[src/ulmf_pkg.sv]
// Shared types and constants for the ultrasonic level median filter.
// No dependencies; used by ulmf_ctrl, ulmf_dp and the top level.
package ulmf_pkg;

	localparam int EchoW = 16;
	localparam int LevelW = 17;
	localparam int ProdW = 29;
	localparam int DistW = 19;
	localparam int SpeedShift = 10;

	localparam logic [12:0] SPEED_NUM = 13'd4496;
	localparam logic [DistW-1:0] DIST_MIN = 19'd512;
	localparam logic [DistW-1:0] DIST_MAX = 19'd102400;

	localparam logic [LevelW-1:0] MOUNT_RESET = 17'd51200;
	localparam logic [LevelW-1:0] ALARM_RESET = 17'd38400;

	localparam int AddrW = 3;
	localparam logic REG_MOUNT = 1'b0;
	localparam logic REG_ALARM = 1'b1;

	typedef struct packed {
		logic load;
		logic write;
		logic sweep;
		logic median;
		logic level;
		logic publish;
	} ulmf_cmd_t;

	typedef struct packed {
		logic ok;
		logic sweep_last;
		logic out_busy;
	} ulmf_sts_t;

endpackage

[src/ulmf_dp.sv]
// Datapath: distance multiply, range check, distance ring memory, rank-count
// median sweep, level clamp and output register. Depends on ulmf_pkg.
module ulmf_dp
	import ulmf_pkg::*;
#(
	parameter int WINDOW = 5
) (
	input  logic              clk,
	input  logic              arst_n,
	input  ulmf_cmd_t         cmd,
	output ulmf_sts_t         sts,
	input  logic [EchoW-1:0]  echo_us,
	input  logic [LevelW-1:0] mount_height,
	input  logic [LevelW-1:0] alarm_level,
	output logic [LevelW-1:0] water_level,
	output logic              reading_ok,
	output logic              alarm,
	output logic              out_valid,
	input  logic              out_ready
);

	localparam int IW = (WINDOW > 1) ? $clog2(WINDOW) : 1;
	localparam int CW = $clog2(WINDOW + 1);

	logic [LevelW-1:0] ring_mem [WINDOW];

	logic [ProdW-1:0]  prod;
	logic [DistW-1:0]  dist_q;
	logic              ok_q;
	logic [IW-1:0]     slot_q;
	logic              full_q;
	logic [CW-1:0]     n_q;
	logic [IW-1:0]     i_q, j_q;
	logic [IW-1:0]     i_s1, j_s1;
	logic              v_s1, jlast_s1;
	logic [LevelW-1:0] a_s1, b_s1;
	logic [CW-1:0]     rank_q;
	logic [LevelW-1:0] med_lo_q, med_hi_q, med_q, held_q;
	logic [LevelW-1:0] out_level_q;
	logic              out_ok_q, out_alarm_q, out_valid_q;

	logic              slot_wrap;
	logic [IW-1:0]     slot_next;
	logic              full_next;
	logic [CW-1:0]     last_idx;
	logic              i_last, j_last;
	logic              lt;
	logic [CW-1:0]     rank_cur, lo_rank, hi_rank;
	logic [LevelW:0]   med_sum;

	assign prod = ProdW'(echo_us) * ProdW'(SPEED_NUM);

	assign slot_wrap = (slot_q == IW'(WINDOW - 1));
	assign slot_next = slot_wrap ? '0 : slot_q + 1'b1;
	assign full_next = full_q | slot_wrap;

	assign last_idx = n_q - 1'b1;
	assign i_last = (CW'(i_q) == last_idx);
	assign j_last = (CW'(j_q) == last_idx);

	assign lt = (b_s1 < a_s1) || ((b_s1 == a_s1) && (j_s1 < i_s1));
	assign rank_cur = ((j_s1 == '0) ? '0 : rank_q) + CW'(lt);
	assign lo_rank = last_idx >> 1;
	assign hi_rank = n_q >> 1;
	assign med_sum = {1'b0, med_lo_q} + {1'b0, med_hi_q};

	assign sts.ok = (dist_q >= DIST_MIN) && (dist_q <= DIST_MAX);
	assign sts.sweep_last = i_last && j_last;
	assign sts.out_busy = out_valid_q && !out_ready;

	always_ff @(posedge clk) begin
		if (cmd.load) begin
			dist_q <= prod[ProdW-1:SpeedShift];
		end
		if (cmd.write) begin
			ring_mem[slot_q] <= dist_q[LevelW-1:0];
		end
		a_s1 <= ring_mem[i_q];
		b_s1 <= ring_mem[j_q];
		i_s1 <= i_q;
		j_s1 <= j_q;
		jlast_s1 <= j_last;
		if (v_s1) begin
			rank_q <= rank_cur;
			if (jlast_s1 && rank_cur == lo_rank) begin
				med_lo_q <= a_s1;
			end
			if (jlast_s1 && rank_cur == hi_rank) begin
				med_hi_q <= a_s1;
			end
		end
		if (cmd.median) begin
			med_q <= med_sum[LevelW:1];
		end
		if (cmd.publish) begin
			out_level_q <= held_q;
			out_ok_q <= ok_q;
			out_alarm_q <= (held_q >= alarm_level);
		end
	end

	always_ff @(posedge clk or negedge arst_n) begin
		if (!arst_n) begin
			ok_q <= 1'b0;
			slot_q <= '0;
			full_q <= 1'b0;
			n_q <= '0;
			i_q <= '0;
			j_q <= '0;
			v_s1 <= 1'b0;
			held_q <= '0;
			out_valid_q <= 1'b0;
		end else begin
			v_s1 <= cmd.sweep;
			if (cmd.load) begin
				ok_q <= 1'b0;
			end
			if (cmd.write) begin
				ok_q <= 1'b1;
				slot_q <= slot_next;
				full_q <= full_next;
				n_q <= full_next ? CW'(WINDOW) : CW'(slot_next);
				i_q <= '0;
				j_q <= '0;
			end else if (cmd.sweep) begin
				if (j_last) begin
					j_q <= '0;
					i_q <= i_q + 1'b1;
				end else begin
					j_q <= j_q + 1'b1;
				end
			end
			if (cmd.level) begin
				held_q <= (med_q >= mount_height) ? '0 : mount_height - med_q;
			end
			if (cmd.publish) begin
				out_valid_q <= 1'b1;
			end else if (out_ready) begin
				out_valid_q <= 1'b0;
			end
		end
	end

	assign water_level = out_level_q;
	assign reading_ok = out_ok_q;
	assign alarm = out_alarm_q;
	assign out_valid = out_valid_q;

endmodule

[src/ulmf_ctrl.sv]
// Controller state machine: sequences load, range check, ring write, median
// sweep, level update and result hand-off. Depends on ulmf_pkg.
module ulmf_ctrl
	import ulmf_pkg::*;
(
	input  logic      clk,
	input  logic      arst_n,
	input  logic      in_valid,
	output logic      in_ready,
	output ulmf_cmd_t cmd,
	input  ulmf_sts_t sts
);

	typedef enum logic [6:0] {
		ST_IDLE   = 7'b0000001,
		ST_CHECK  = 7'b0000010,
		ST_SWEEP  = 7'b0000100,
		ST_DRAIN  = 7'b0001000,
		ST_MEDIAN = 7'b0010000,
		ST_LEVEL  = 7'b0100000,
		ST_RESULT = 7'b1000000
	} ulmf_state_t;

	ulmf_state_t state_q, state_d;

	always_comb begin
		state_d = state_q;
		cmd = '0;
		in_ready = 1'b0;
		unique case (state_q)
			ST_IDLE: begin
				in_ready = 1'b1;
				if (in_valid) begin
					cmd.load = 1'b1;
					state_d = ST_CHECK;
				end
			end
			ST_CHECK: begin
				if (sts.ok) begin
					cmd.write = 1'b1;
					state_d = ST_SWEEP;
				end else begin
					state_d = ST_RESULT;
				end
			end
			ST_SWEEP: begin
				cmd.sweep = 1'b1;
				if (sts.sweep_last) begin
					state_d = ST_DRAIN;
				end
			end
			ST_DRAIN: begin
				state_d = ST_MEDIAN;
			end
			ST_MEDIAN: begin
				cmd.median = 1'b1;
				state_d = ST_LEVEL;
			end
			ST_LEVEL: begin
				cmd.level = 1'b1;
				state_d = ST_RESULT;
			end
			ST_RESULT: begin
				if (!sts.out_busy) begin
					cmd.publish = 1'b1;
					state_d = ST_IDLE;
				end
			end
			default: begin
				state_d = ST_IDLE;
			end
		endcase
	end

	always_ff @(posedge clk or negedge arst_n) begin
		if (!arst_n) begin
			state_q <= ST_IDLE;
		end else begin
			state_q <= state_d;
		end
	end

endmodule

[src/ultrasonic_level_median_filter.sv]
// Ultrasonic tank level with running median filter: top level.
// Holds the APB registers and joins ulmf_ctrl and ulmf_dp; uses ulmf_pkg.
//
// Usage: each s_tdata word is one echo width in us (0 = timeout). Every word
// gives exactly one m_tdata word: water level, alarm, and m_tuser = reading ok.
// A rejected echo (timeout, under 2 cm or over 400 cm) repeats the last level.
// Items are handled one at a time, each published before the next is taken.
//   A rejected echo goes from the range check straight to the result step; a
//   good echo is written to the ring, swept, and its median and level set. The
//   pairwise rank sweep over the ring memory makes n*n compares, one per cycle,
//   n = entries in the median (<= WINDOW).
// s_tready is high only while the block waits for an echo; an output register
// holds the result, so the next echo is taken while m_tvalid waits. A stalled
// receiver holds the block in its last step until the register frees up.
// Reset empties the ring, zeroes the held level and loads the default mount
// height (200 cm) and alarm level (150 cm). Registers (APB, pready always high):
//   0x0 mount_height, 0x4 alarm_level; write only while no item is in flight.
module ultrasonic_level_median_filter
	import ulmf_pkg::*;
#(
	parameter int WINDOW = 5
) (
	input  logic             clk,
	input  logic             arst_n,
	input  logic             s_tvalid,
	output logic             s_tready,
	input  logic [15:0]      s_tdata,   // [15:0] echo_us
	output logic             m_tvalid,
	input  logic             m_tready,
	output logic [23:0]      m_tdata,   // [16:0] water_level, [17] alarm, rest zero
	output logic             m_tuser,   // [0] reading_ok
	input  logic             psel,
	input  logic             penable,
	input  logic             pwrite,
	input  logic [AddrW-1:0] paddr,
	input  logic [31:0]      pwdata,
	output logic [31:0]      prdata,
	output logic             pready
);

	logic [LevelW-1:0] mount_q, alarm_q;
	logic [LevelW-1:0] water_level;
	logic              alarm;
	logic              cfg_wr;
	ulmf_cmd_t         cmd;
	ulmf_sts_t         sts;

	assign pready = 1'b1;
	assign cfg_wr = psel && penable && pwrite;

	always_ff @(posedge clk or negedge arst_n) begin
		if (!arst_n) begin
			mount_q <= MOUNT_RESET;
			alarm_q <= ALARM_RESET;
		end else if (cfg_wr) begin
			if (paddr[2] == REG_MOUNT) begin
				mount_q <= pwdata[LevelW-1:0];
			end
			if (paddr[2] == REG_ALARM) begin
				alarm_q <= pwdata[LevelW-1:0];
			end
		end
	end

	assign prdata = (paddr[2] == REG_ALARM) ? 32'(alarm_q) : 32'(mount_q);

	ulmf_ctrl u_ctrl (
		.clk      (clk),
		.arst_n   (arst_n),
		.in_valid (s_tvalid),
		.in_ready (s_tready),
		.cmd      (cmd),
		.sts      (sts)
	);

	ulmf_dp #(
		.WINDOW (WINDOW)
	) u_dp (
		.clk          (clk),
		.arst_n       (arst_n),
		.cmd          (cmd),
		.sts          (sts),
		.echo_us      (s_tdata),
		.mount_height (mount_q),
		.alarm_level  (alarm_q),
		.water_level  (water_level),
		.reading_ok   (m_tuser),
		.alarm        (alarm),
		.out_valid    (m_tvalid),
		.out_ready    (m_tready)
	);

	assign m_tdata = {6'b0, alarm, water_level};

	a_ok_level_bounded: assert property (@(posedge clk) disable iff (!arst_n)
		m_tvalid && m_tuser |-> water_level <= mount_q)
		else $error("fresh level above mount height");

	a_alarm_match: assert property (@(posedge clk) disable iff (!arst_n)
		m_tvalid |-> alarm == (water_level >= alarm_q))
		else $error("alarm flag disagrees with level");

	a_one_at_a_time: assert property (@(posedge clk) disable iff (!arst_n)
		s_tvalid && s_tready |=> !s_tready)
		else $error("second echo taken while busy");

endmodule
[config.mk]
export PLATFORM = sky130hd
export DESIGN_NAME = ultrasonic_level_median_filter
export DESIGN_NICKNAME = d
export VERILOG_FILES = /design/src/ulmf_pkg.sv /design/src/ulmf_dp.sv /design/src/ulmf_ctrl.sv /design/src/ultrasonic_level_median_filter.sv
export SDC_FILE = /design/constraint.sdc
export NUM_CORES = 1
export LEC_CHECK = 0
export BUFFER_PORTS_ARGS = -buffer_cell sky130_fd_sc_hd__buf_4
export CORE_AREA = 8 8 171 253
export CTS_BUF_LIST = sky130_fd_sc_hd__clkbuf_8
export CTS_CLUSTER_DIAMETER = 150
export DETAILED_ROUTE_END_ITERATION = 16
export DIE_AREA = 0 0 179 261
export HOLD_SLACK_MARGIN = 0.05
export PLACE_DENSITY = 0.61
export SKIP_LAST_GASP = 1
export SLEW_MARGIN = 40
export SYNTH_ARGS = -nofsm -noshare
export SYNTH_HDL_FRONTEND = slang
export SYNTH_SLANG_ARGS = --single-unit
[constraint.sdc]
create_clock -name clk -period 6.1 [get_ports clk]
set_input_delay 1.22 -clock clk [delete_from_list [all_inputs] [get_ports clk]]
set_output_delay 1.22 -clock clk [all_outputs]
set_load 0.01 [all_outputs]
# Word level (Yosys, flattened, before mapping)

Memory sizes are Yosys's and may differ from the RTL's. A register that Yosys moved wholly into a read port is not among the register bits.
Index checks and enable logic that the tools add are counted.

Memories kept: 1
Bits in writable memories: 85
Input bits: 58
Bits in registers: 173

Multiplexer cells: 32
Eq/ne operators: 16
$add $sub $neg: 7
Bitwise gates (word level): 2
Multipliers: 1
$lt $le $gt $ge: 6
Reductions and logical operators: 21

Memories:

| name          | depth | bits a word | rd ports | clocked after memory_dff | wr ports | line          | source |
|---|---|---|---|---|---|---|---|
| u_dp.ring_mem | 5     | 17          | 2        | 2                        | 1        | ulmf_dp.sv:25 | `logic [LevelW-1:0] ring_mem [WINDOW];` |

Operator list:

| operator              | number |
|---|---|
| $pmux 7 s7            | 1 |
| $ge 17x17->1          | 2 |
| $mux 17               | 2 |
| $mux 7                | 4 |
| $mux 3                | 9 |
| $mul 16x9->25 const B | 1 |
| $ge 19x10->1 const B  | 1 |
| $le 19x17->1 const B  | 1 |
| $add 17x17->18        | 1 |
| $eq 17x17->1          | 1 |
| $lt 17x17->1          | 1 |
| $sub 17x17->17        | 1 |
| $mux 1                | 16 |
| $reduce_and 2->1      | 5 |
| $add 3x1->3 const B   | 3 |
| $logic_and 1x1->1     | 8 |
| $reduce_bool 2->1     | 4 |
| $eq 7x1->1 const B    | 1 |
| $eq 7x2->1 const B    | 1 |
| $eq 7x3->1 const B    | 1 |
| $eq 7x4->1 const B    | 1 |
| $eq 7x5->1 const B    | 1 |
| $eq 7x6->1 const B    | 1 |
| $eq 7x7->1 const B    | 1 |
| other kinds (13)      | 17 |

# Logic depth before layout (Yosys ltp)

Gate-level depths: netlist of the first run.

Depth in word-level cells: 7
Mapped depth: 13

# Hierarchy

Synthesis of the first run repeated with hierarchy kept, for this count alone.

Cells, all modules: 1,219
Area, all modules: 15,815.2 µm²

By module, submodules not included:

| module                         | seq. area each (µm²) | times used | cells an instance | area an instance (µm²) |
|---|---|---|---|---|
| ulmf_dp                        | 6,961.7              | 1          | 1,059             | 13,623.1 |
| ultrasonic_level_median_filter | 859.6                | 1          | 116               | 1,735.4 |
| ulmf_ctrl                      | 176.4                | 1          | 44                | 456.7 |

# Worst setup path after synthesis of the first run

No wires, ideal clock.

Kind: input to register
Start point: in s_tdata[10]
End point: reg u_dp.dist_q[15], data pin
Setup slack: 1.618 ns
Arrival time: 4.224 ns
Setup time: 0.259 ns
Stages on the path: 13
Cells stage by stage: ha_1 ha_1 fa_1 inv_1 fa_1 inv_1 ha_1 a21o_1 a311oi_1 o21ai_0 a21oi_1 nand2_1 xor2_1

Longest elaborated chain between the ends: 1

Ends and longest elaborated chain:

| item                    | line                                 | source |
|---|---|---|
| from (decl)             | ultrasonic_level_median_filter.sv:27 | `input logic [15:0] s_tdata,` |
| $mul 16x9->25           | ulmf_dp.sv:51                        | `assign prod = ProdW'(echo_us) * ProdW'(SPEED_NUM);` |
| named net u_dp.prod[25] | ulmf_dp.sv:27                        | `logic [ProdW-1:0] prod;` |
| to (signal assigned)    | ulmf_dp.sv:73                        | `dist_q <= prod[ProdW-1:SpeedShift];` |
| to (decl)               | ulmf_dp.sv:28                        | `logic [DistW-1:0] dist_q;` |

The timed path passes the listed nets, and every way through them passes these cells.
A chain may end at the register's enable or synchronous reset.

# Worst setup path in the final report of the first run

Start point: in s_tdata[10]
End point: reg u_dp.dist_q[17], data pin

Same word-level chain as after synthesis.

==> impl_results.md, run 1 <==
- Worst-path clk slew: 0.06 ns
- Internal power consumption: 4.12 mW
- Synthesized area: 15900 sq um
- Mux share of post-synthesis cell area: 10.8%
- Primary FF master, synth: edfxtp_1
- Worst setup path endpoint: u_dp.dist_q[17]
- Critical Path, Cell by Cell: buf_4, ha_1, ha_1, fa_1, inv_1, fa_1, inv_1, ha_1, a21o_1, a311oi_1, o21ai_0, a21oi_1, nor2_1, a311oi_1
- Unique masters post-synth: 87
- Sequential area share after synthesis: 50.2%
- Iteration-0 DRC Markers: 461
- Hold crit path type: flip-flop to flip-flop
- Number of global-route vias before repair: 10400
- Pre-antenna DRT Iters: 4
- CP max stage delay: 0.54 ns
- CTS Buffer Depth: 3
- I/O Buffers: 78
- Share of cells above drive strength 1: 22.8%
- Post-synthesis simple-gate area fraction: 7.32%
- Crit path DAT: 4.78 ns
- Worst path slowest cell: fa_1
- Inst Count DP: 1810
- Vias: 9689
- Max VDD drop: 186 uV
- Number of synthesized flops with an enable pin: 177
- Switching power: 1.92 mW
- Fillers: 3663
- Clock Tree Root: clkbuf_8
- Hold Path Origin: u_dp.ok_q
- Stages on worst setup path: 14
- Largest family of logic cells by synthesized area: adder cells
- Crit-path max FO: 6
- Number of diodes: 0
- Routed vias/inst: 5.12
- Cell area after layout: 18000 sq um
- Synth Area in Compound Gates: 9.15%
- FF-to-FF End: u_dp.med_hi_q[12]
- Startpoint types: primary input
- Die area: 46700 sq um
- Nets@finish: 1577
- Clk sinks: 292
- Global-route wire length before repair: 51900 um
- Synth Area in XOR/XNOR: 2.79%
- Gr usage total: 13.9%
- Initial antenna violation count: 0
- Drt drc: 0
- Post-route clock period utilization: 72.0%
- Final HPWL DP: 24200 um
- Outcome: finished, final reports clean
- Initial Util: 40.1%
- Final Max Slew Viols: 0
- Finished Layout Cells: 1894
- Die H: 261 um
- Worst slack at placement: 1.12 ns
- Area Overhead vs Synth: 12.7%
- Critical path launch point: s_tdata[10]
- Flop pwr share: 44.1%
- CP Data Required Time: 6.49 ns
- Setup crit end kind: flip-flop
- PostCTS Resize Cnt: 0
- Max-Cap Viols: 0
- Core Footprint: 39800 sq um
- Worst slew pin tran: 0.731 ns
- Fin crit period: 4.39 ns
- # H-tree levels: 2
- Power share of the combinational group: 29.1%
- Final Hold Vio Count: 0
- Power, Total: 6.05 mW
- Commonest non-fill, non-tap cell in the layout: edfxtp_1
- Pin count of the biggest net entering global routing: 75
- Die X: 179 um
- RD Place Congestion: 0.829
- Synth Register Bits: 292
- Rel. slew slack: 51.1%
- Gr ovfl total: 0
- Asr flop ratio synth: 25.3%
- Fmax achieved: 228 MHz
- Clock power share: 26.8%
- Syn avg cell area: 12.8 sq um
- I/O Pins: 118
- Cells after synthesis: 1245
- WL final: 31900 um
- Setup repair bufs after CTS: 0
- Crit-path most repeated cell: ha_1
- Worst Path Buf+Inv: 3
- Crit Path Category: primary input to flip-flop
- Hold WS: 0.457 ns
- Leakage: 7.67 nW
- R2R setup slack: 2.47 ns
- Cts hold-fix bufs: 0
- Sw Ratio: 31.8%
- Worst-Skew Late Latency: 0.58 ns
- Post-Synth Adder-Cell Area: 14.4%
- Wire per inst: 16.9 um
- Final setup margin: 1.71 ns
- CTS tree: built
- Total CTS buffers: 45
- Post-route ant nets: 0
- R2r startpoint: u_dp.a_s1[10]
- Most frequent cells in the layout: 177 x edfxtp_1, 166 x inv_1, 143 x ha_1, 86 x buf_4, 84 x mux2_2
- RSZ-0062 raised after global routing: false
- Synthesis Warnings: 0
- Power Density: 337 nW/um^2
- Setup TNS: 0 ns
- Reg2Reg Depth: 14
- Final setup fails: 0
- Placed Area: 17100 sq um
- CP top delay family: adder cells
- Setup Skew: 0.0247 ns
- Row count: 90
- Core Util, Final: 45.2%
==> registers in the layout, indices dropped and copies added, names as in the netlist, 7 cells and up <==
name              flops
u_dp.med_lo_q        17
u_dp.dist_q          19
u_dp.water_level     17
mount_q              17
u_dp.med_hi_q        17
u_ctrl.state_q        7
u_dp.med_q           17
alarm_q              17
u_dp.ring_mem        85
u_dp.a_s1            17
u_dp.b_s1            17
u_dp.held_q          17
==> cells in the mapped netlist, types with 6 or more instances <==
cell type | instances | area (sq um)
o21ai_1 | 17 | 85.1
a21o_1 | 35 | 263
edfxtp_1 | 177 | 5320
mux2_2 | 84 | 946
nor3_1 | 18 | 90.1
a21oi_1 | 35 | 175
nand2_1 | 53 | 199
o21ai_0 | 34 | 170
mux4_2 | 34 | 766
buf_4 | 24 | 180
xnor2_1 | 28 | 245
dfrtp_1 | 66 | 1650
ha_1 | 143 | 1790
nand4_1 | 16 | 100
fa_1 | 25 | 500
nor4_1 | 9 | 56.3
inv_1 | 151 | 567
nor2b_1 | 9 | 56.3
dfstp_2 | 8 | 210
xor2_1 | 19 | 166
o21a_1 | 15 | 113
nand2b_1 | 10 | 62.6
clkbuf_1 | 9 | 33.8
buf_2 | 11 | 55.1
nor2_1 | 34 | 128
nand3_1 | 14 | 70.1
a211oi_1 | 9 | 67.6
o31ai_1 | 6 | 45.0
and3_1 | 10 | 62.6
dfxtp_1 | 41 | 821
==> final cells by class <==
type                    instances  area, sq um  share of cell area [%]
clock buffers                  54          743                    4.14
clock inverters                30          168                   0.933
inverters                     151          567                    3.15
multi-input cells             774         7190                    40.0
flip-flops and latches        292         8000                    44.6
well taps                     506          633                    3.52
repair buffers                 87          657                    3.66
==> routing by layer <==
metal  global-route usage (%)  wire (um)
met5                        0          0
met4                     5.46        917
met3                     2.38       1250
met2                     28.4      18500
met1                     13.2      11200
==> kinds of logic (layout without fill, tap and decap cells) <==
kind of cell | after synthesis | after routing
flops | 292 | 292
simple gates | 209 | 209
compound gates | 207 | 207
buf+inv | 199 | 322
fa+ha+maj | 168 | 168
mux | 119 | 119
xor+xnor | 49 | 49
other cells | 2 | 22
==> power by group through the flow <==
stage	Sequential, mW	Clock [mW]	Combinational [mW]
after global placement	2.70	0	1.75
after floorplan	2.62	0	1.37
final	2.67	1.62	1.76
after detailed placement	2.71	0	1.78
after global routing	2.71	1.76	1.98
after CTS	2.67	1.67	1.79
==> worst min path at each step <==
| stage | end | slack, ns | depth (start not counted) |
|---|---|---|---|
| global route | u_dp.med_hi_q[4] | 0.46 | 0 |
| floorplan | u_dp.i_s1[2] | 0.35 | 0 |
| finish | u_dp.reading_ok | 0.46 | 0 |
| CTS | u_dp.med_hi_q[16] | 0.46 | 0 |
| global placement | u_dp.reading_ok | 0.44 | 0 |
| detailed placement | u_dp.med_hi_q[16] | 0.44 | 0 |
No activity file was read; power rests on OpenSTA's default activity.
==> run 2, diff against run 1 <==
- ABC_AREA: not set -> 1
- CORE_AREA: 8 8 171 253 -> 8 8 173 257
- DIE_AREA: 0 0 179 261 -> 0 0 181 265
- PLACE_DENSITY: 0.61 -> 0.64
- clock period: 6.1 -> 3.6 ns (I/O delays scaled with it)
==> run 2 against run 1 <==
  * Clock skew fell by 0.0078 ns
  * Die area is 2.7% higher
  * First-iteration DRC count rose by 25%
  * Clock power is 86% higher
  * Via count up 29%
  * Largest cell class unchanged
  * Global-route usage is 1.8 points higher
  * Power rose by 78%
  * Final cell count increased by 31%
  * Flip-flop and latch count did not move
  * Register-to-register slack worse by 1.9 ns
  * Highest routed layer unchanged
  * Sequential share of layout area shrank 2.6 points
  * Wire length up 18%
==> impl_results.md, run 2 <==
- Post-route clock period utilization: 94.6%
- Sequential area share after synthesis: 48.5% (was 50.2%)
- Gr usage total: 15.7% (was 13.9%)
- Share of cells above drive strength 1: 14.3% (was 22.8%)
- M2 GR Usage: 33.1% (was 28.4%)
- Number of synthesized flops with an enable pin: 177 (unchanged)
- CP top delay family: adder cells (unchanged)
- Synthesis Warnings: 0 (unchanged)
- Setup crit end kind: flip-flop (unchanged)
- CTS Buffer Depth: 3 (unchanged)
- Asr flop ratio synth: 25.3% (unchanged)
- Share of the synthesized area in the top cell type: 32.2% (was 33.3%)
- Critical path launch point: s_tdata[7] (was s_tdata[10])
- Clk sinks: 292 (unchanged)
- Final HPWL DP: 29100 um (was 24200 um)
- Power Density: 564 nW/um^2 (was 337 nW/um^2)
- # H-tree levels: 2 (unchanged)
- Initial antenna violation count: 1 (was 0)
- Crit path DAT: 3.73 ns (was 4.78 ns)
- Fillers: 3910 (was 3663)
- Die H: 265 um (was 261 um)
- Drt drc: 0 (unchanged)
- GRT Max-Usage Layer: met2 (unchanged)
- RSZ-0062 raised after global routing: false (unchanged)
- Primary FF master, synth: edfxtp_1 (unchanged)
- Die X: 181 um (was 179 um)
- Initial Util: 40.5% (was 40.1%)
- Worst slew pin tran: 0.693 ns (was 0.731 ns)
- Commonest non-fill, non-tap cell in the layout: nand2_1 (was edfxtp_1)
- Crit-path max FO: 4 (was 6)
- CTS tree: built (unchanged)
- Cells after synthesis: 1793 (was 1245)
- Startpoint types: primary input (unchanged)
- Area contributors post-synth: edfxtp_1 32%, ha_1 11%, dfrtp_1 10% (was edfxtp_1 33%, ha_1 11%, dfrtp_1 10%)
- Worst slack at placement: -0.386 ns (was 1.12 ns)
- Routed vias/inst: 5.02 (was 5.12)
- Max reg flops: 85 (unchanged)
- Vias: 12500 (was 9689)
- Unique masters post-synth: 47 (was 87)
- Met1 Use GR: 14.1% (was 13.2%)
- WL final: 37600 um (was 31900 um)
- Clock Tree Root: clkbuf_8 (unchanged)
- Cts hold-fix bufs: 0 (unchanged)
- Final Hold Vio Count: 0 (unchanged)
- Biggest regs: u_dp.ring_mem (85), u_dp.dist_q (19) (unchanged)
- Setup repair bufs after CTS: 0 (unchanged)
- Leakage: 8.92 nW (was 7.67 nW)
- Worst path slowest cell: fa_1 (unchanged)
- Iteration-0 DRC Markers: 578 (was 461)
- Setup Skew: 0.0169 ns (was 0.0247 ns)
- Core Footprint: 40800 sq um (was 39800 sq um)
- RD Place Congestion: 0.923 (was 0.829)
- I/O Buffers: 78 (unchanged)
- Reg2Reg Depth: 15 (was 14)
- Area Overhead vs Synth: 15.6% (was 12.7%)
- Final setup margin: 0.195 ns (was 1.71 ns)
- Final setup fails: 0 (unchanged)
- Wire per inst: 15.1 um (was 16.9 um)
- Final Max Slew Viols: 0 (unchanged)
- CP Data Required Time: 3.93 ns (was 6.49 ns)
- Post-route ant nets: 0 (unchanged)
- Syn avg cell area: 9.20 sq um (was 12.8 sq um)
- Row count: 91 (was 90)
- Most frequent cells in the layout: 365 x nand2_1, 287 x inv_1, 177 x edfxtp_1, 150 x buf_4, 137 x ha_1 (was 177 x edfxtp_1, 166 x inv_1, 143 x ha_1, 86 x buf_4, 84 x mux2_2)
- Pin count of the biggest net entering global routing: 75 (unchanged)
- FF-to-FF End: u_dp.med_hi_q[15] (was u_dp.med_hi_q[12])
- Total CTS buffers: 44 (was 45)
- PostCTS Resize Cnt: 0 (unchanged)
- Outcome: finished, final reports clean (unchanged)
- Synth Register Bits: 292 (unchanged)
- I/O Pins: 118 (unchanged)
- CP max stage delay: 0.55 ns (was 0.54 ns)
- Synthesized area: 16500 sq um (was 15900 sq um)
- Post-synth top cells: 366 x nand2_1, 281 x inv_1, 177 x edfxtp_1 (was 177 x edfxtp_1, 151 x inv_1, 143 x ha_1)
- R2r startpoint: u_dp.a_s1[6] (was u_dp.a_s1[10])
- Number of global-route vias before repair: 13200 (was 10400)
- Critical Path, Cell by Cell: buf_4, buf_4, ha_1, ha_1, inv_1, fa_1, fa_1, inv_1, ha_4, nand2_1, buf_4, nor2_1, nor2_1, nand2_1, nand3_1, nand3_1, nand2_1 (was buf_4, ha_1, ha_1, fa_1, inv_1, fa_1, inv_1, ha_1, a21o_1, a311oi_1, o21ai_0, a21oi_1, nor2_1, a311oi_1)
- Nets@finish: 2168 (was 1577)
- Most frequent cell after synthesis: nand2_1 (was edfxtp_1)
- Crit Path Category: primary input to flip-flop (unchanged)
- R2R setup slack: 0.56 ns (was 2.47 ns)
- Met3 GRT Util: 2.19% (was 2.38%)
- Fmax achieved: 294 MHz
- Max-Cap Viols: 0 (unchanged)
- Fin crit period: 3.41 ns
- Worst-path clk slew: 0.06 ns (about the same)
- Worst-Skew Late Latency: 0.57 ns (was 0.58 ns)
- Most flops, register: u_dp.ring_mem (unchanged)
- Hold crit path type: primary input to asynchronous set/reset pin (was flip-flop to flip-flop)
- Worst Path Buf+Inv: 5 (was 3)
- Hold WS: 0.176 ns (was 0.457 ns)
- Die area: 48000 sq um (was 46700 sq um)
- Global-route wire length before repair: 62000 um (was 51900 um)
- Rel. slew slack: 53.8% (was 51.1%)
- Synth area leader: edfxtp_1 (unchanged)
- Pre-antenna DRT Iters: 5 (was 4)
- Max VDD drop: 225 uV (was 186 uV)
- Gr ovfl total: 0 (unchanged)
## run 2: changes by cell type in the layout (fill, tap and decap cells not counted), moves of 26 or more
cell / change
o211ai_1: +35
mux2_2: -84
a21o_1: -26
a31oi_1: +31
a21oi_1: +56
nand3_1: +46
mux4_2: -34
inv_1: +121
nor2_1: +86
buf_4: +64
o21ai_0: +84
nand2_1: +312
## run 2: worst max path at each step
stage	to	depth (start not counted)
2_1_floorplan	u_dp.dist_q[17]	14
3_3_place_gp	u_dp.dist_q[14]	17
3_5_place_dp	u_dp.dist_q[14]	17
4_1_cts	u_dp.dist_q[14]	17
5_1_grt	u_dp.dist_q[14]	17
6_report	u_dp.dist_q[14]	17
## run 2: cells by family (layout without fill, tap and decap cells)
| group | count (synthesis) | in the layout | synth area share, % |
|---|---|---|---|
| buf+inv | 358 | 523 | 8.86 |
| compound gates | 321 | 321 | 11.2 |
| simple gates | 618 | 618 | 15.7 |
| fa+ha+maj | 168 | 168 | 13.9 |
| other cells | 2 | 23 | 0.0455 |
| flops | 292 | 292 | 48.5 |
| xor+xnor | 34 | 34 | 1.81 |
## run 2: per-layer routing
metal | wire (um) | up-vias | share of wire [%]
met5 | 0 | - | 0
met4 | 1540 | 0 | 4.1
met3 | 1220 | 103 | 3.2
met2 | 21900 | 268 | 58
met1 | 13000 | 5887 | 35
li1 | - | 6236 | -
## run 2: power breakdown
part / internal (mW) / switching [mW] / total [mW]
clock network: 1.67 / 1.34 / 3.01
logic: 1.36 / 1.91 / 3.26
registers: 4.15 / 0.328 / 4.48
total: 7.18 / 3.57 / 10.7
## run 2: layout make-up
class                           instances  area (sq um)  area share [%]
Antenna cell                            1          2.50          0.0131
Clock buffer                           47           647            3.39
Clock inverter                         35           338            1.77
Inverter                              290          1090            5.71
Multi-Input combinational cell       1163          7210            37.8
Sequential cell                       292          8000            42.0
Tap cell                              511           639            3.35
Timing Repair Buffer                  151          1140            5.96
## run 2: through the flow
| step | instances | utilization, % | cell area, sq um | setup TNS (ns) | power, mW |
|---|---|---|---|---|---|
| after global routing | 2490 | 46.8 | 19100 | 0 | 11.5 |
| after detailed placement | 2407 | 44.4 | 18100 | -4.59 | 7.83 |
| after floorplan | 1813 | - | 16600 | 0 | 6.64 |
| after CTS | 2489 | 46.8 | 19100 | 0 | 10.9 |
| final | 2490 | 46.8 | 19100 | 0 | 10.7 |
| after global placement | 2407 | 44.3 | 18100 | -4.11 | 7.72 |
